==> src/design/mmpwc_pkg.sv <==
// shared constants, types and helpers for the closed-walk matrix power block
// no dependencies; used by mmpwc_ram, mmpwc_modmac and the top level
package mmpwc_pkg;

  // default exponent width
  localparam int EXP_BITS = 31;

  // matrix geometry
  localparam int DIM_W  = 2;
  localparam int BANK_W = 2;
  localparam int ADDR_W = BANK_W + 2 * DIM_W;
  localparam int RES_W  = 30;
  localparam int OUT_W  = 32;

  // modulus and barrett reciprocal floor(2^60 / prime)
  localparam logic [29:0] PRIME      = 30'd1000000007;
  localparam logic [30:0] PRIME2     = 31'd2000000014;
  localparam logic [30:0] BARRETT_MU = 31'((64'd1 << 60) / 64'(PRIME));

  // tag that travels with one multiply-accumulate through the pipe
  typedef struct packed {
    logic              v;
    logic              first;
    logic              last;
    logic [ADDR_W-1:0] waddr;
  } mac_tag_t;

  // entry of the identity (is_id) or the adjacency matrix
  function automatic logic [RES_W-1:0] mat_const(input logic is_id,
                                                 input logic [DIM_W-1:0] r,
                                                 input logic [DIM_W-1:0] c);
    logic hit;
    hit = is_id ? (r == c) : (r != c);
    return hit ? RES_W'(1) : RES_W'(0);
  endfunction

endpackage

==> src/design/mmpwc_modmac.sv <==
// shared modular multiply-accumulate pipe: product, barrett reduction, mod add
// depends on mmpwc_pkg for the modulus, reciprocal and tag type
module mmpwc_modmac (
  input  logic                         clk,
  input  logic                         rst_n,
  input  mmpwc_pkg::mac_tag_t          tag_i,
  input  logic [mmpwc_pkg::RES_W-1:0]  a_i,
  input  logic [mmpwc_pkg::RES_W-1:0]  b_i,
  output logic                         wr_en_o,
  output logic [mmpwc_pkg::ADDR_W-1:0] wr_addr_o,
  output logic [mmpwc_pkg::RES_W-1:0]  wr_data_o,
  output logic                         busy_o
);

  mmpwc_pkg::mac_tag_t tag1_r, tag2_r, tag3_r, tag4_r, tag5_r;

  logic [59:0] prod_r;
  logic [61:0] qm;
  logic [30:0] q_r;
  logic [31:0] lo2_r, lo3_r;
  logic [60:0] qp;
  logic [31:0] qp_r;
  logic [31:0] diff;
  logic [29:0] res_nxt, res_r;
  logic [29:0] acc_base;
  logic [30:0] sum;
  logic [29:0] acc_nxt, acc_r;

  // tag pipe, cleared at reset
  always_ff @(posedge clk) begin
    if (!rst_n) begin
      tag1_r <= '0;
      tag2_r <= '0;
      tag3_r <= '0;
      tag4_r <= '0;
      tag5_r <= '0;
    end else begin
      tag1_r <= tag_i;
      tag2_r <= tag1_r;
      tag3_r <= tag2_r;
      tag4_r <= tag3_r;
      tag5_r <= tag4_r;
    end
  end

  // quotient estimate and its multiple of the prime
  assign qm = 62'(prod_r[59:29]) * 62'(mmpwc_pkg::BARRETT_MU);
  assign qp = 61'(q_r) * 61'(mmpwc_pkg::PRIME);

  // remainder below three primes, brought into range
  assign diff = lo3_r - qp_r;
  always_comb begin
    if (diff >= {1'b0, mmpwc_pkg::PRIME2}) begin
      res_nxt = 30'(diff - {1'b0, mmpwc_pkg::PRIME2});
    end else if (diff >= {2'b00, mmpwc_pkg::PRIME}) begin
      res_nxt = 30'(diff - {2'b00, mmpwc_pkg::PRIME});
    end else begin
      res_nxt = diff[29:0];
    end
  end

  // conditional-subtract modular add into the running dot product
  assign acc_base = tag4_r.first ? 30'd0 : acc_r;
  assign sum      = {1'b0, acc_base} + {1'b0, res_r};
  assign acc_nxt  = (sum >= {1'b0, mmpwc_pkg::PRIME}) ? 30'(sum - {1'b0, mmpwc_pkg::PRIME})
                                                     : sum[29:0];

  // datapath stages
  always_ff @(posedge clk) begin
    prod_r <= 60'(a_i) * 60'(b_i);
    q_r    <= qm[61:31];
    lo2_r  <= prod_r[31:0];
    qp_r   <= qp[31:0];
    lo3_r  <= lo2_r;
    res_r  <= res_nxt;
    if (tag4_r.v) begin
      acc_r <= acc_nxt;
    end
  end

  assign wr_en_o   = tag5_r.v & tag5_r.last;
  assign wr_addr_o = tag5_r.waddr;
  assign wr_data_o = acc_r;
  assign busy_o    = tag_i.v | tag1_r.v | tag2_r.v | tag3_r.v | tag4_r.v | tag5_r.v;

endmodule

==> config.mk <==
export PLATFORM = sky130hd
export DESIGN_NAME = mmpwc_modmac
export DESIGN_NICKNAME = d
export VERILOG_FILES = /design/src/design/mmpwc_pkg.sv /design/src/design/mmpwc_modmac.sv
export SDC_FILE = /design/constraint.sdc
export NUM_CORES = 2
export LEC_CHECK = 0
export BUFFER_PORTS_ARGS = -buffer_cell sky130_fd_sc_hd__buf_2
export CORE_MARGIN = 1.5
export CORE_UTILIZATION = 60
export CTS_CLUSTER_SIZE = 16
export DETAILED_ROUTE_END_ITERATION = 10
export GPL_ROUTABILITY_DRIVEN = 0
export HOLD_SLACK_MARGIN = 0.05
export PLACE_DENSITY = 0.77
export SYNTH_ARGS = -nofsm -noshare
export SYNTH_HDL_FRONTEND = slang
export SYNTH_SLANG_ARGS = --single-unit
==> constraint.sdc <==
create_clock -name clk -period 19.5 [get_ports clk]
set_clock_uncertainty 0.05 [all_clocks]
set_input_delay 1.95 -clock clk [delete_from_list [all_inputs] [get_ports clk]]
set_output_delay 1.95 -clock clk [all_outputs]
set_load 0.05 [all_outputs]
# Word level (Yosys, flattened, before mapping)
# Cells that the tools add are included.
# Widths: inputs -> output; s select.
# totals
reg_bits	291
word_cells	47
out_inout_bits	38
# op_classes
addsub	5
magnitude_cmp	3
n_bitwise	6
n_mul	3
mux	4
# ops
cell	count
$mux 30	4
$sub 30x30->30 const B	3
$mul 30x30->60	1
$mul 31x28->59 const B	1
$ge 32x30->1 const B	1
$ge 32x31->1 const B	1
$mul 31x30->32 const B	1
$sub 32x32->32	1
$add 30x30->31	1
$ge 31x30->1 const B	1
$or 1x1->1	5
$and 1x1->1	1

# Logic depth before layout (Yosys ltp)
# depth
word_depth	5
depth_mapped	32
ltp_nobuf	31

# Worst setup path before layout
# No wires, ideal clock.
# synth_path
path_type	input to register
from	input port b_i[3] (netlist bit)
to	register prod_r[58]
t_arrival_ps	9299
path_stages	28
setup_slack_ps	10078
setup_ps	72
cell_sequence	clkbuf_1 > and2_1 > fa_1 > fa_1 > fa_1 > inv_1 > fa_1 > inv_1 > fa_1 > fa_1 > fa_1 > inv_1 > fa_1 > inv_1 > ha_1 > a21o_1 > a21oi_1 > o21ai_0 > nor3_1 > o41ai_1 > a31oi_1 > a21oi_1 > a221o_1 > a211oi_1 > o31ai_1 > a221o_1 > a311oi_1 > xnor2_1
# synth_via
elab_chain_len	1
# synth_rtl
element	line	text
start, declared	mmpwc_modmac.sv:8	input logic [mmpwc_pkg::RES_W-1:0] b_i,
$mul 30x30->60	mmpwc_modmac.sv:70	prod_r <= 60'(a_i) * 60'(b_i);
end signal, assigned	mmpwc_modmac.sv:70	
end, declared	mmpwc_modmac.sv:17	logic [59:0] prod_r;
# No other way between the ends.
# A chain may end at the register's enable or synchronous reset.

# Final worst setup path
# layout_path
from	input port a_i[16] (netlist bit)
to	register prod_r[59]
# layout_via
elab_chain_len	1
# layout_rtl
element	line	text
start, declared	mmpwc_modmac.sv:7	input logic [mmpwc_pkg::RES_W-1:0] a_i,
$mul 30x30->60	mmpwc_modmac.sv:70	
# No other way between the ends.

==> results by stage <==
Setup path:
- The slowest stage of the critical path belongs to the cell a311oi_1.
- The worst setup path is captured at a flip-flop.
- Across all register-to-register paths, the minimum setup slack is 10.25 ns.
- Counting both buffers and inverters, the worst setup path holds a total of 5.
- Of all nets on the critical path, the largest fanout is 30.
- Data on the critical path arrives at its endpoint at 10.83 ns.
- The most common cell type on the critical path is fa_1.
- The number of cells on the worst reg-to-reg path is 23.
- The highest cell delay on the worst timing path is 0.72 ns.
- The worst register-to-register path ends at q_r[30].
- The element type at the critical path start is an input port.
- At the worst endpoint, the required time is 19.95 ns.
- Broken down by cell family, the worst path's largest delay share belongs to adder cells.
- In this run the critical register-to-register path is launched from prod_r[51].
- By startpoint and endpoint, the worst setup path is classified as in2reg.

Clock tree:
- After clock tree synthesis, the flow added hold-fix buffers numbering 0.
- Clock latency on the worst-skew pair, taken at its later pin, is 0.61 ns.
- CTS built an H-tree with a depth of 1.
- The longest clock path from root to sink contains 3 buffers.
- The buffer type at the clock tree root is clkbuf_16.
- TritonCTS created 31 clock buffers.
- Gates resized during post-CTS repair numbered 0.
- The number of buffers inserted by post-CTS setup repair is 0.
- The clock tree from TritonCTS is done.
- Clock-pin slew was measured on the worst setup and hold paths at 0.07 ns.
- CTS saw 291 sinks.

Die:
- The floorplan step defined a die boundary enclosing 105000 µm².
- Measured along the y axis, the die boundary spans 324 µm.
- The die boundary width is 324 µm.
- The initial core utilization is 60.6%.
- The number of rows in the core area is 117.
- 109 I/O pins were placed.
- The placeable core region is 102000 µm².

Synth:
- After synthesis, the share of cell area in mux cells is 0.152%.
- For this run, the register share of the synthesized area comes to 9.92%.
- After Yosys synthesis, full adders, half adders and majority gates account for 56.4% of the synthesized area.
- Summing the areas of all xor and xnor instances in the mapped netlist gives 3.05% of the synthesized area.
- The most used flip-flop cell after synthesis is dfxtp_1.
- By area, the combinational part of the netlist is dominated by adder cells.
- Counting flops with a built-in enable in the synthesized netlist gives 30.
- The net count after synthesis is 8595.
- During synthesis, Yosys emitted a total of 0 warnings.
- The synthesized instance count is 6472.
- The post-synthesis compound-gate area fraction is 6.77%.
- A synthesized cell averages 9.55 µm².
- The number of unique standard cell types used by synthesis is 95.
- The post-synthesis sequential element count is 291.
- In this run the cell area of the synthesized design comes to 61800 µm².
- The share of flip-flops with an asynchronous set or reset is 0%.
- The share of synthesized cell area in and, or, nand and nor gates is 13.0%.

Finish:
- The final layout contains 8526 nets.
- The area used by sequential logic in the layout is 6130 µm².
- From synthesis to final layout, the design area changed by 4.22%.
- The number of fill cells in the layout is 8332.
- Cells with a size suffix above 1 make up 3.50% of the layout.
- The area of the multi-input gates is 49000 µm².

STA:
- The total setup violations reported at the end of the flow is 0.
- The tightest hold path in the finished design has a slack of 0.273 ns.
- Summed over all failing endpoints, the final setup total negative slack is 0 ns.
- The final count of hold timing violations is 0.
- At the pin with the least slew margin, the transition time is 1.03 ns.
- Subtracting the final worst setup slack from the clock period gives 10.38 ns.
- Setup repair after global routing left no endpoint under its margin.
- For this run, the top clock speed supported by timing is 0.0964 GHz.
- The worst pin sits at a relative slew slack of 30.6%.
- The max-slew violation count is 0.
- The fraction of the cycle the final worst path needs is 53.2%.

Global routing:
- The wire length of the first global-routing pass is 242000 µm.
- After global routing the overflow that remains totals 0.
- Global routing consumed, over all layers together, 29.5% of the routing resources.
- The via count of the first global-routing pass is 47000.
- Entering global routing, the biggest net connects 45 pins.
- The initial antenna violation count was 5.

Worst hold path:
- The source of the worst hold timing path is lo2_r[14].
- The worst hold path was traced through 0 stages.
- The hold path endpoint is lo3_r[14].
- The kind of path behind the tightest hold check is reg2reg.

Place:
- In this run the tool buffered the top-level ports with 108 buffer cells.
- Summed over all nets, the half-perimeter wirelength after detailed placement is 121000 µm.

Run status:
- The run finished, with violations left.
- The checks that failed: DRC.

Routing:
- The count of routing violations after the opening detailed-route iteration is 2909.
- The per-cell via count in the routed design is 5.60.
- The total wire length is 149000 µm.
- The detail route stage leaves a number of antenna-violating nets equal to 0.
- The count of vias placed by the detailed router is 43700.
- The number of iterations in the first detailed-routing pass is 9.
- Dividing the detail-routed wire length by the instance count gives 19.1 µm.
- The number of DRC violations after detailed routing is 2.

Run:
- The tool flagged a number of max-cap violations equal to 0.
==> synth_stat cells, types with 6 or more instances <==
library cell,instances,area share [%]
inv_1,1516,9.2
fa_1,1225,40
ha_1,827,17
and2_1,591,6.0
nand2_1,496,3.0
dfxtp_1,261,8.5
clkbuf_1,204,1.2
a21oi_1,159,1.3
nor2_1,143,0.87
xnor2_1,140,2.0
o21ai_0,93,0.75
xor2_1,75,1.1
a21o_1,74,0.90
nand3_1,52,0.42
nor2b_1,50,0.51
nor3_1,45,0.36
a31oi_1,35,0.35
nand2b_1,34,0.34
o21a_1,33,0.40
edfxtp_1,30,1.5
o21bai_1,28,0.34
and3_1,27,0.27
nand4_1,27,0.27
a211oi_1,26,0.32
o21ai_1,18,0.15
o31ai_1,17,0.21
or3_1,17,0.17
o211ai_1,13,0.16
a21boi_0,11,0.13
nor4_1,11,0.11
buf_4,10,0.12
or2_2,10,0.10
buf_2,7,0.057
nor3b_1,7,0.085
a211o_1,6,0.085
a31o_2,6,0.085
and4_1,6,0.085
mux2i_1,6,0.097
nand3b_1,6,0.073
o2111ai_1,6,0.085
o22ai_1,6,0.061
o41ai_1,6,0.085
==> layer usage <==
metal	up-vias	part of all wire [%]	track usage (%)
met3	365	6.8	3.96
li1	19700	-	-
met1	22000	39	37.1
met5	-	0.017	0
met4	4	4.8	12.6
met2	1645	49	50.9
==> how the worst max path moves through the flow <==
stage / slack [ns] / endpoint / start / cells past startpoint
global route: 8.86 / prod_r[59] / a_i[13] / 28
finish: 9.12 / prod_r[59] / a_i[16] / 28
floorplan: 10.08 / prod_r[58] / b_i[3] / 28
CTS: 9.19 / prod_r[59] / a_i[16] / 28
global placement: 8.72 / prod_r[59] / a_i[16] / 28
detailed placement: 8.59 / prod_r[59] / a_i[12] / 28
==> final cells by class <==
cell class / count / share of cell area, %
multi-input cells: 4440 / 76.2
repair buffers: 123 / 1.01
clock inverters: 19 / 0.410
well taps: 1368 / 2.66
inverters: 1516 / 8.84
clock buffers: 39 / 1.38
diodes: 2 / 0.00777
flip-flops and latches: 291 / 9.51
==> cell usage in the layout (no fill, tap or decap), types with 93 or more instances in the layout <==
cell type,count
a21oi_1,159
nand2_1,496
and2_1,591
buf_2,108
inv_1,1516
xnor2_1,140
nor2_1,143
fa_1,1225
o21ai_0,93
ha_1,827
dfxtp_1,261
==> logic make-up after synthesis <==
| logic type | Yosys count |
|---|---|
| fa+ha+maj | 2052 |
| xor+xnor | 215 |
| buf+inv | 1741 |
| compound gates | 622 |
| flops | 291 |
| simple gates | 1542 |
| mux | 9 |
==> flip-flops by register name, summed over array words and instances (netlist names) <==
register,count
wr_data_o,30
q_r,31
lo2_r,32
tag1_r,9
tag3_r,9
tag2_r,9
qp_r,32
tag5_r,2
wr_addr_o,6
res_r,30
tag4_r,9
prod_r,60
lo3_r,32
==> per-stage QoR <==
| step | cell area, µm² | util (%) | cells | setup slack, ns |
|---|---|---|---|---|
| 4_1_cts | 64400 | 63.2 | 7796 | 9.19 |
| 6_report | 64400 | 63.2 | 7798 | 9.12 |
| 3_5_place_dp | 63200 | 62.1 | 7738 | 8.59 |
| 3_3_place_gp | 63200 | 62.1 | 7738 | 8.72 |
| 5_1_grt | 64400 | 63.2 | 7797 | 8.86 |
| 2_1_floorplan | 61800 | - | 6472 | 10.08 |
Power is not shown: default switching activity piles up to over one toggle a cycle in this logic, so the estimate is an artifact.
